## src/rtl/kpd_pkg.sv

```systemverilog
package kpd_pkg;

	localparam int unsigned CFG_W  = 16;
	localparam int unsigned CODE_W = 6;
	localparam int unsigned KIND_W = 2;
	localparam int unsigned ROW_W  = 2;
	localparam int unsigned COL_W  = 2;
	localparam int unsigned ROWS   = 4;
	localparam int unsigned COLS   = 3;
	localparam int unsigned IDX_W  = 2;

	localparam logic CMD_TICK = 1'b0;
	localparam logic CMD_ACK  = 1'b1;

	localparam logic [IDX_W-1:0] REG_SCAN_PERIOD   = 2'd0;
	localparam logic [IDX_W-1:0] REG_DEBOUNCE_TIME = 2'd1;
	localparam logic [IDX_W-1:0] REG_RESET_HOLD    = 2'd2;
	localparam logic [IDX_W-1:0] REG_MENU_HOLD     = 2'd3;

	localparam logic [CFG_W-1:0] SCAN_PERIOD_RST   = 16'd40;
	localparam logic [CFG_W-1:0] DEBOUNCE_TIME_RST = 16'd35;
	localparam logic [CFG_W-1:0] RESET_HOLD_RST    = 16'd10000;
	localparam logic [CFG_W-1:0] MENU_HOLD_RST     = 16'd6000;

	localparam logic [CODE_W-1:0] KEY_NONE = 6'd0;
	localparam logic [CODE_W-1:0] KEY_STAR = 6'd42;
	localparam logic [CODE_W-1:0] KEY_HASH = 6'd35;
	localparam logic [CODE_W-1:0] KEY_ZERO = 6'd11;

	localparam logic [KIND_W-1:0] KIND_NEW    = 2'd0;
	localparam logic [KIND_W-1:0] KIND_RESET  = 2'd1;
	localparam logic [KIND_W-1:0] KIND_MENU   = 2'd2;
	localparam logic [KIND_W-1:0] KIND_SERIAL = 2'd3;

	typedef enum logic [3:0] {
		PH_SCAN         = 4'd0,
		PH_DECODE       = 4'd1,
		PH_CONFIRM      = 4'd2,
		PH_CLASSIFY     = 4'd3,
		PH_WAIT_ACK     = 4'd4,
		PH_WAIT_RELEASE = 4'd5,
		PH_RELEASE_DEB  = 4'd6,
		PH_HASH_START   = 4'd7,
		PH_HASH_HELD    = 4'd8,
		PH_HASH_REL     = 4'd9,
		PH_HASH_DONE    = 4'd10,
		PH_STAR_START   = 4'd11,
		PH_STAR_HELD    = 4'd12,
		PH_STAR_REL     = 4'd13,
		PH_STAR_DONE    = 4'd14,
		PH_FINISH       = 4'd15
	} kpd_phase_t;

	typedef struct packed {
		logic             command;
		logic [COLS-1:0]  column_lines;
	} kpd_in_t;

	typedef struct packed {
		logic [ROWS-1:0]   row_drive;
		logic              key_ready;
		logic [CODE_W-1:0] key_code;
		logic [KIND_W-1:0] key_kind;
	} kpd_out_t;

	typedef struct packed {
		logic              we;
		logic [IDX_W-1:0]  index;
		logic [CFG_W-1:0]  data;
	} kpd_cfg_wr_t;

	// Column code 0 means no column and maps to no key.
	function automatic logic [CODE_W-1:0] key_lookup(input logic [ROW_W-1:0] row,
		input logic [COL_W-1:0] col);
		logic [CODE_W-1:0] k;
		k = KEY_NONE;
		unique case ({row, col})
			4'b00_01: k = 6'd1;
			4'b00_10: k = 6'd2;
			4'b00_11: k = 6'd3;
			4'b01_01: k = 6'd4;
			4'b01_10: k = 6'd5;
			4'b01_11: k = 6'd6;
			4'b10_01: k = 6'd7;
			4'b10_10: k = 6'd8;
			4'b10_11: k = 6'd9;
			4'b11_01: k = KEY_STAR;
			4'b11_10: k = KEY_ZERO;
			4'b11_11: k = KEY_HASH;
			default:  k = KEY_NONE;
		endcase
		return k;
	endfunction

endpackage

```

## src/rtl/kpd_core.sv

```systemverilog
module kpd_core #(
	parameter int unsigned TIMER_BITS = 16
) (
	input  logic              clk,
	input  logic              arst_n,
	input  kpd_pkg::kpd_cfg_wr_t cfg_wr,
	input  logic              item_accept,
	input  kpd_pkg::kpd_in_t  item,
	output kpd_pkg::kpd_out_t result
);
	import kpd_pkg::*;

	localparam int unsigned CW = (TIMER_BITS > CFG_W) ? TIMER_BITS : CFG_W;

	logic [CFG_W-1:0]      scan_period_q, debounce_time_q, reset_hold_q, menu_hold_q;
	kpd_phase_t            phase_q, phase_d;
	logic [ROW_W-1:0]      row_q, row_d;
	logic [COL_W-1:0]      col_q, col_d;
	logic [CODE_W-1:0]     key_q, key_d;
	logic [KIND_W-1:0]     kind_q, kind_d;
	logic                  ready_q, ready_d;
	logic [TIMER_BITS-1:0] deb_q, deb_d, deb_inc;
	logic [TIMER_BITS-1:0] hold_q, hold_d, hold_inc;
	logic                  is_tick, pressed;
	logic                  scan_due, deb_over, deb_reached, reset_over, menu_over;
	logic [COL_W-1:0]      first_col;

	always_ff @(posedge clk or negedge arst_n) begin
		if (!arst_n) begin
			scan_period_q   <= SCAN_PERIOD_RST;
			debounce_time_q <= DEBOUNCE_TIME_RST;
			reset_hold_q    <= RESET_HOLD_RST;
			menu_hold_q     <= MENU_HOLD_RST;
		end else if (cfg_wr.we) begin
			unique case (cfg_wr.index)
				REG_SCAN_PERIOD:   scan_period_q   <= cfg_wr.data;
				REG_DEBOUNCE_TIME: debounce_time_q <= cfg_wr.data;
				REG_RESET_HOLD:    reset_hold_q    <= cfg_wr.data;
				REG_MENU_HOLD:     menu_hold_q     <= cfg_wr.data;
			endcase
		end
	end

	assign is_tick  = item_accept && (item.command == CMD_TICK);
	assign pressed  = (item.column_lines != {COLS{1'b1}});
	assign deb_inc  = (deb_q == {TIMER_BITS{1'b1}}) ? deb_q : deb_q + 1'b1;
	assign hold_inc = (hold_q == {TIMER_BITS{1'b1}}) ? hold_q : hold_q + 1'b1;

	assign scan_due    = CW'(deb_inc) > CW'(scan_period_q);
	assign deb_over    = CW'(deb_inc) > CW'(debounce_time_q);
	assign deb_reached = CW'(deb_inc) >= CW'(debounce_time_q);
	assign reset_over  = CW'(hold_inc) > CW'(reset_hold_q);
	assign menu_over   = CW'(hold_inc) > CW'(menu_hold_q);

	// First low column wins.
	always_comb begin
		priority if (!item.column_lines[0]) first_col = 2'd1;
		else if (!item.column_lines[1])     first_col = 2'd2;
		else                                first_col = 2'd3;
	end

	// Next phase
	always_comb begin
		phase_d = phase_q;
		if (is_tick) begin
			unique case (phase_q)
				PH_SCAN:         if (pressed) phase_d = PH_DECODE;
				PH_DECODE:       phase_d = PH_CONFIRM;
				PH_CONFIRM: begin
					if (!pressed)
						phase_d = PH_SCAN;
					else if (deb_over)
						phase_d = PH_CLASSIFY;
				end
				PH_CLASSIFY: begin
					priority if (key_q == KEY_HASH) phase_d = PH_HASH_START;
					else if (key_q == KEY_STAR)     phase_d = PH_STAR_START;
					else                            phase_d = PH_WAIT_ACK;
				end
				PH_WAIT_ACK:     if (!ready_q) phase_d = PH_WAIT_RELEASE;
				PH_WAIT_RELEASE: if (!pressed) phase_d = PH_RELEASE_DEB;
				PH_RELEASE_DEB:  if (deb_over) phase_d = PH_SCAN;
				PH_HASH_START:   phase_d = PH_HASH_HELD;
				PH_STAR_START:   phase_d = PH_STAR_HELD;
				PH_HASH_HELD:    if (!pressed) phase_d = PH_HASH_REL;
				PH_STAR_HELD:    if (!pressed) phase_d = PH_STAR_REL;
				PH_HASH_REL:     if (deb_reached) phase_d = pressed ? PH_HASH_HELD : PH_HASH_DONE;
				PH_STAR_REL:     if (deb_reached) phase_d = pressed ? PH_STAR_HELD : PH_STAR_DONE;
				PH_HASH_DONE:    phase_d = PH_FINISH;
				PH_STAR_DONE:    phase_d = PH_FINISH;
				PH_FINISH:       phase_d = PH_SCAN;
			endcase
		end
	end

	// Datapath updates per phase
	always_comb begin
		row_d   = row_q;
		col_d   = col_q;
		key_d   = key_q;
		kind_d  = kind_q;
		ready_d = ready_q;
		deb_d   = deb_q;
		hold_d  = hold_q;
		if (item_accept && (item.command == CMD_ACK)) begin
			ready_d = 1'b0;
		end else if (is_tick) begin
			deb_d  = deb_inc;
			hold_d = hold_inc;
			unique case (phase_q)
				PH_SCAN: begin
					if (pressed) begin
						col_d = first_col;
						deb_d = '0;
					end else if (scan_due) begin
						row_d = row_q + 1'b1;
						deb_d = '0;
					end
				end
				PH_DECODE: key_d = key_lookup(row_q, col_q);
				PH_CONFIRM: begin
					if (!pressed) begin
						row_d = '0;
						deb_d = '0;
					end
				end
				PH_CLASSIFY: begin
					if (key_q != KEY_HASH && key_q != KEY_STAR) begin
						kind_d  = KIND_NEW;
						ready_d = 1'b1;
					end
				end
				PH_WAIT_RELEASE, PH_HASH_HELD, PH_STAR_HELD: begin
					if (!pressed)
						deb_d = '0;
				end
				PH_RELEASE_DEB: begin
					if (deb_over) begin
						row_d = '0;
						deb_d = '0;
					end
				end
				PH_HASH_START, PH_STAR_START: begin
					deb_d  = '0;
					hold_d = '0;
				end
				PH_HASH_DONE: kind_d = reset_over ? KIND_RESET : KIND_NEW;
				PH_STAR_DONE: kind_d = menu_over ? KIND_SERIAL : KIND_MENU;
				PH_FINISH: begin
					ready_d = 1'b1;
					row_d   = '0;
					deb_d   = '0;
				end
				PH_WAIT_ACK, PH_HASH_REL, PH_STAR_REL: ;
			endcase
		end
	end

	always_ff @(posedge clk or negedge arst_n) begin
		if (!arst_n) begin
			phase_q <= PH_SCAN;
			row_q   <= '0;
			col_q   <= '0;
			key_q   <= '0;
			kind_q  <= '0;
			ready_q <= 1'b0;
			deb_q   <= '0;
			hold_q  <= '0;
		end else begin
			phase_q <= phase_d;
			row_q   <= row_d;
			col_q   <= col_d;
			key_q   <= key_d;
			kind_q  <= kind_d;
			ready_q <= ready_d;
			deb_q   <= deb_d;
			hold_q  <= hold_d;
		end
	end

	assign result.row_drive = ~(ROWS'(1) << row_d);
	assign result.key_ready = ready_d;
	assign result.key_code  = key_d;
	assign result.key_kind  = kind_d;

endmodule

```

## src/rtl/kpd_out_buf.sv

```systemverilog
module kpd_out_buf (
	input  logic              clk,
	input  logic              arst_n,
	input  logic              push,
	input  kpd_pkg::kpd_out_t push_data,
	output logic              full,
	output logic              out_valid,
	input  logic              out_stall,
	output kpd_pkg::kpd_out_t out_data
);
	import kpd_pkg::*;

	kpd_out_t   ent0_q, ent1_q;
	logic [1:0] count_q;
	logic       pop;

	assign out_valid = (count_q != 2'd0);
	assign full      = (count_q == 2'd2);
	assign pop       = out_valid && !out_stall;
	assign out_data  = ent0_q;

	always_ff @(posedge clk or negedge arst_n) begin
		if (!arst_n)
			count_q <= '0;
		else
			count_q <= count_q + {1'b0, push} - {1'b0, pop};
	end

	// Head entry always sits in ent0; advance ent1 on a pop.
	always_ff @(posedge clk) begin
		unique case ({push, pop})
			2'b10: begin
				if (count_q == 2'd0)
					ent0_q <= push_data;
				else
					ent1_q <= push_data;
			end
			2'b01: ent0_q <= ent1_q;
			2'b11: begin
				if (count_q == 2'd1)
					ent0_q <= push_data;
				else begin
					ent0_q <= ent1_q;
					ent1_q <= push_data;
				end
			end
			2'b00: ;
		endcase
	end

endmodule

```

## src/rtl/keypad_scan_debounce_hold_top.sv

```systemverilog
// Channel   Handshake             Payload
// in        in_valid / in_stall   in_data   (command, column_lines)
// out       out_valid / out_stall out_data  (row_drive, key_ready, key_code, key_kind)
// cfg       cfg_valid / cfg_ready cfg_index, cfg_data
//
// One item per cycle while in_stall is low: the state update and the result both
// settle in the cycle of the transfer, and the result queues in the buffer for out.
// A two-entry result buffer decouples the sides; in_stall rises only when it is full.
// Reset clears the phase, timers and buffer and loads the register defaults.
// cfg_ready is always high; registers take effect on the next item.
module keypad_scan_debounce_hold_top #(
	parameter int unsigned TIMER_BITS = 16
) (
	input  logic                          clk,
	input  logic                          arst_n,
	input  logic                          in_valid,
	output logic                          in_stall,
	input  kpd_pkg::kpd_in_t              in_data,
	output logic                          out_valid,
	input  logic                          out_stall,
	output kpd_pkg::kpd_out_t             out_data,
	input  logic                          cfg_valid,
	output logic                          cfg_ready,
	input  logic [kpd_pkg::IDX_W-1:0]     cfg_index,
	input  logic [kpd_pkg::CFG_W-1:0]     cfg_data
);
	import kpd_pkg::*;

	logic        buf_full, accept;
	kpd_out_t    result;
	kpd_cfg_wr_t cfg_wr;

	assign cfg_ready    = 1'b1;
	assign cfg_wr.we    = cfg_valid && cfg_ready;
	assign cfg_wr.index = cfg_index;
	assign cfg_wr.data  = cfg_data;

	assign in_stall = buf_full;
	assign accept   = in_valid && !in_stall;

	kpd_core #(
		.TIMER_BITS(TIMER_BITS)
	) u_core (
		.clk         (clk),
		.arst_n      (arst_n),
		.cfg_wr      (cfg_wr),
		.item_accept (accept),
		.item        (in_data),
		.result      (result)
	);

	kpd_out_buf u_out_buf (
		.clk       (clk),
		.arst_n    (arst_n),
		.push      (accept),
		.push_data (result),
		.full      (buf_full),
		.out_valid (out_valid),
		.out_stall (out_stall),
		.out_data  (out_data)
	);

endmodule

```

## config.mk

```make
export PLATFORM = sky130hd
export DESIGN_NAME = keypad_scan_debounce_hold_top
export DESIGN_NICKNAME = d
export VERILOG_FILES = /design/src/rtl/kpd_pkg.sv /design/src/rtl/kpd_core.sv /design/src/rtl/kpd_out_buf.sv /design/src/rtl/keypad_scan_debounce_hold_top.sv
export SDC_FILE = /design/constraint.sdc
export NUM_CORES = 1
export LEC_CHECK = 0
export BUFFER_PORTS_ARGS = -buffer_cell sky130_fd_sc_hd__buf_4
export CORE_MARGIN = 1.5
export CORE_UTILIZATION = 50
export DETAILED_ROUTE_END_ITERATION = 8
export HOLD_SLACK_MARGIN = 0.02
export PLACE_DENSITY = 0.78
export SLEW_MARGIN = 20
export SYNTH_ARGS = -nofsm -noshare
export SYNTH_HDL_FRONTEND = slang
export SYNTH_SLANG_ARGS = --single-unit
```

## constraint.sdc

```tcl
create_clock -name clk -period 5.2 [get_ports clk]
set_clock_uncertainty 0.2 [all_clocks]
set_input_delay 1.04 -clock clk [delete_from_list [all_inputs] [get_ports clk]]
set_output_delay 1.04 -clock clk [all_outputs]
set_load 0.02 [all_outputs]
```

==> results.json <==
{
  "ant_nets": 0,
  "root_buffer": "clkbuf_16",
  "cap_violations": 0,
  "yosysMostFrequentCell": "dfrtp_1",
  "synth_edf_count": 26,
  "crit_fanout": 8,
  "cpMaxStageDelayCell": "or3_1",
  "clkPwrFrac": 0.280,
  "io_pins": 43,
  "vias_per_cell": 5.60,
  "leakagePower_nw": 4.36,
  "yosys.area.top_type": "dfrtp_1",
  "fin_area_um2": 9350,
  "track_usage": 0.216,
  "drt_iter0_markers": 479,
  "io_buffers": 41,
  "end_kind": "register",
  "ys_seq_elements": 141,
  "grt_pass1_vias": 5945,
  "cts_inserted_buffers": 17,
  "max-slew-margin-rel": 0.410,
  "setup_viol": 0,
  "grt_overflow": 0,
  "use_met1": 0.283,
  "crit_arrival_ps": 4680,
  "internal_power_mw": 2.59,
  "core-area_um2": 16400,
  "finalHoldViolations": 0,
  "initial_core_util": 0.508,
  "antenna_found_initial": 0,
  "tns_ps": 0,
  "drc": 0,
  "ys_seq_area_frac": 0.442,
  "period_share": 0.906,
  "rsz0062_at_grt": "no",
  "dieArea_um2": 17400,
  "finalMaxSlewViolations": 0,
  "clockBufferDepth": 2,
  "worst_path_most_repeated_cell": "a21oi_1",
  "gp_routability_congestion": 0.891,
  "netlist.area_leader.share": 0.294,
  "crit_type": "register to register",
  "worst_pin_slew_ps": 882,
  "min_period_ps": 4710,
  "p_per_area_nw_per_um2": 427,
  "synth_cell_types": 75,
  "finish.utilization": 0.570,
  "crit_chain": "and4_1 > nand3_1 > or3_1 > and3_4 > and3_1 > xnor2_1 > inv_1 > ha_1 > a21oi_1 > o221ai_1 > a2111o_1 > o21ai_0 > nor3_1 > a2111oi_2 > a21oi_1",
  "grtUsageMet2": 0.351,
  "place.detailed.hpwl_um": 13200,
  "ctsResizeCount": 0,
  "place_area_um2": 8810,
  "final_cells": 1093,
  "fmax_mhz": 212,
  "gr-usage-met3": 0.0454,
  "syn-mean-instance-area_um2": 10.2,
  "die_x_um": 132,
  "path_clk_slew_ps": 60,
  "cts_tree": "done",
  "swShare": 0.352,
  "ys.flop_type": "dfrtp_1",
  "required_ps": 5170,
  "setup_ws_ps": 489,
  "yosys_warnings": 0,
  "syn2layout_area_growth_pct": 12.2,
  "pwr-share-comb": 0.316,
  "place_ws_ps": 498,
  "irDropWorstVdd_mv": 0.262,
  "num_rows": 47,
  "syn_area_um2": 8330,
  "nNetsFinal": 959,
  "h-tree-depth": 4,
  "wl_um": 18000,
  "yosys-top-cells-area": "dfrtp_1, ha_1, edfxtp_1",
  "diodes": 0,
  "firstDrtPassIters": 4,
  "synth_common_cells": "dfrtp_1, inv_1, nand2_1",
  "die_y_um": 132,
  "hold_class": "register to register",
  "power_frac_seq": 0.404,
  "num_vias": 6123,
  "syn_nets": 919,
  "p_switching_mw": 1.40,
  "ctsHoldBuffers": 0,
  "start_kind": "register",
  "post_cts_buffers": 0,
  "status": "finished clean",
  "drive_above_1_share": 0.203,
  "clock-sinks": 141,
  "nFillCells": 1364,
  "post_drt_wl_per_cell_um": 16.5,
  "dp_cells": 1061,
  "top_usage_layer": "met2",
  "clkLatencyLatePin_ps": 430,
  "synthCells": 820,
  "grt_max_degree": 68,
  "slowest_delay_ps": 530,
  "grt_pass1_wl_um": 29800,
  "async_flop_share": 0.816
}
[path summary, 6_finish.rpt]
| check | start | to | slack (ps) | cells past startpoint |
|---|---|---|---|---|
| worst min register to register | u_core.debounce_time_q[7] | u_core.debounce_time_q[7] | 310 | 1 |
| worst max-delay path | u_core.deb_q[3] | u_out_buf.out_data[9] | 490 | 15 |
| worst min-delay path | u_core.debounce_time_q[7] | u_core.debounce_time_q[7] | 310 | 1 |
| min in group asynchronous | arst_n | u_core.scan_period_q[2] | 540 | 1 |
| max in group asynchronous | arst_n | u_core.menu_hold_q[6] | 3320 | 2 |
| worst max register to register | u_core.deb_q[3] | u_out_buf.out_data[9] | 490 | 15 |
[area by class of cell]
cell class | count | area, um^2 | share of cell area
clock inverters | 13 | 101 | 0.0108
flip-flops and latches | 141 | 3680 | 0.393
repair buffers | 47 | 353 | 0.0377
inverters | 81 | 307 | 0.0328
well taps | 220 | 275 | 0.0294
multi-input cells | 572 | 4200 | 0.449
clock buffers | 19 | 433 | 0.0463
[logic make-up after synthesis]
group           synth area share
buf+inv                   0.0559
simple gates               0.140
fa+ha+maj                  0.108
other cells             0.000450
mux                       0.0835
xor+xnor                  0.0315
compound gates             0.139
flops                      0.442
[registers in the layout, summed over array words and instances, names as in the netlist]
signal                  cells
u_core.menu_hold_q         16
u_out_buf.ent1_q           13
u_core.deb_q               16
u_core.ready_q              1
u_core.hold_q              16
u_out_buf.count_q           2
u_core.key_q                6
u_out_buf.out_data         13
u_core.kind_q               2
u_core.row_q                2
u_core.phase_q              4
u_core.reset_hold_q        16
u_core.debounce_time_q     16
u_core.col_q                2
u_core.scan_period_q       16
[stage by stage]
stage | hold slack (ps) | total power, mW
floorplan | 273 | 2.52
global placement | 288 | 2.82
detailed placement | 293 | 2.87
CTS | 306 | 4.00
global route | 313 | 4.23
finish | 306 | 3.99
[critical path: cells and delay by family, from the launching register on]
family / cells / cell delay, ps
AOI/OAI and AO/OA: 6 / 1660
xor gates and xnor gates: 1 / 180
adders and majority gates: 1 / 300
buffers and inverters: 1 / 90
DFF: 1 / 430
and+or+nand+nor: 6 / 1580
[placed cells by master (no fill, tap or decap), drive strengths merged, types with 17 or more instances in the layout]
master / instances
nand2: 78
buf: 47
ha: 72
edfxtp: 26
mux2: 60
dfstp: 17
inv: 81
dfrtp: 98
xnor2: 21
clkbuf: 19
o21ai: 63
a21oi: 37
nor2: 36
nand3: 30
[metal layers]
| metal | wire length [um] | up-vias |
|---|---|---|
| li1 | - | 2996 |
| met5 | 0 | - |
| met2 | 8810 | 128 |
| met4 | 442 | 0 |
| met3 | 704 | 29 |
| met1 | 8090 | 2970 |
[power by group through the flow]
stage	logic, mW	registers, mW	clock network (mW)
4_1_cts	1.26	1.61	1.13
6_report	1.26	1.61	1.12
2_1_floorplan	0.950	1.57	0
3_5_place_dp	1.25	1.62	0
5_1_grt	1.41	1.64	1.18
3_3_place_gp	1.21	1.61	0
Power figures use the tool's default switching activity.
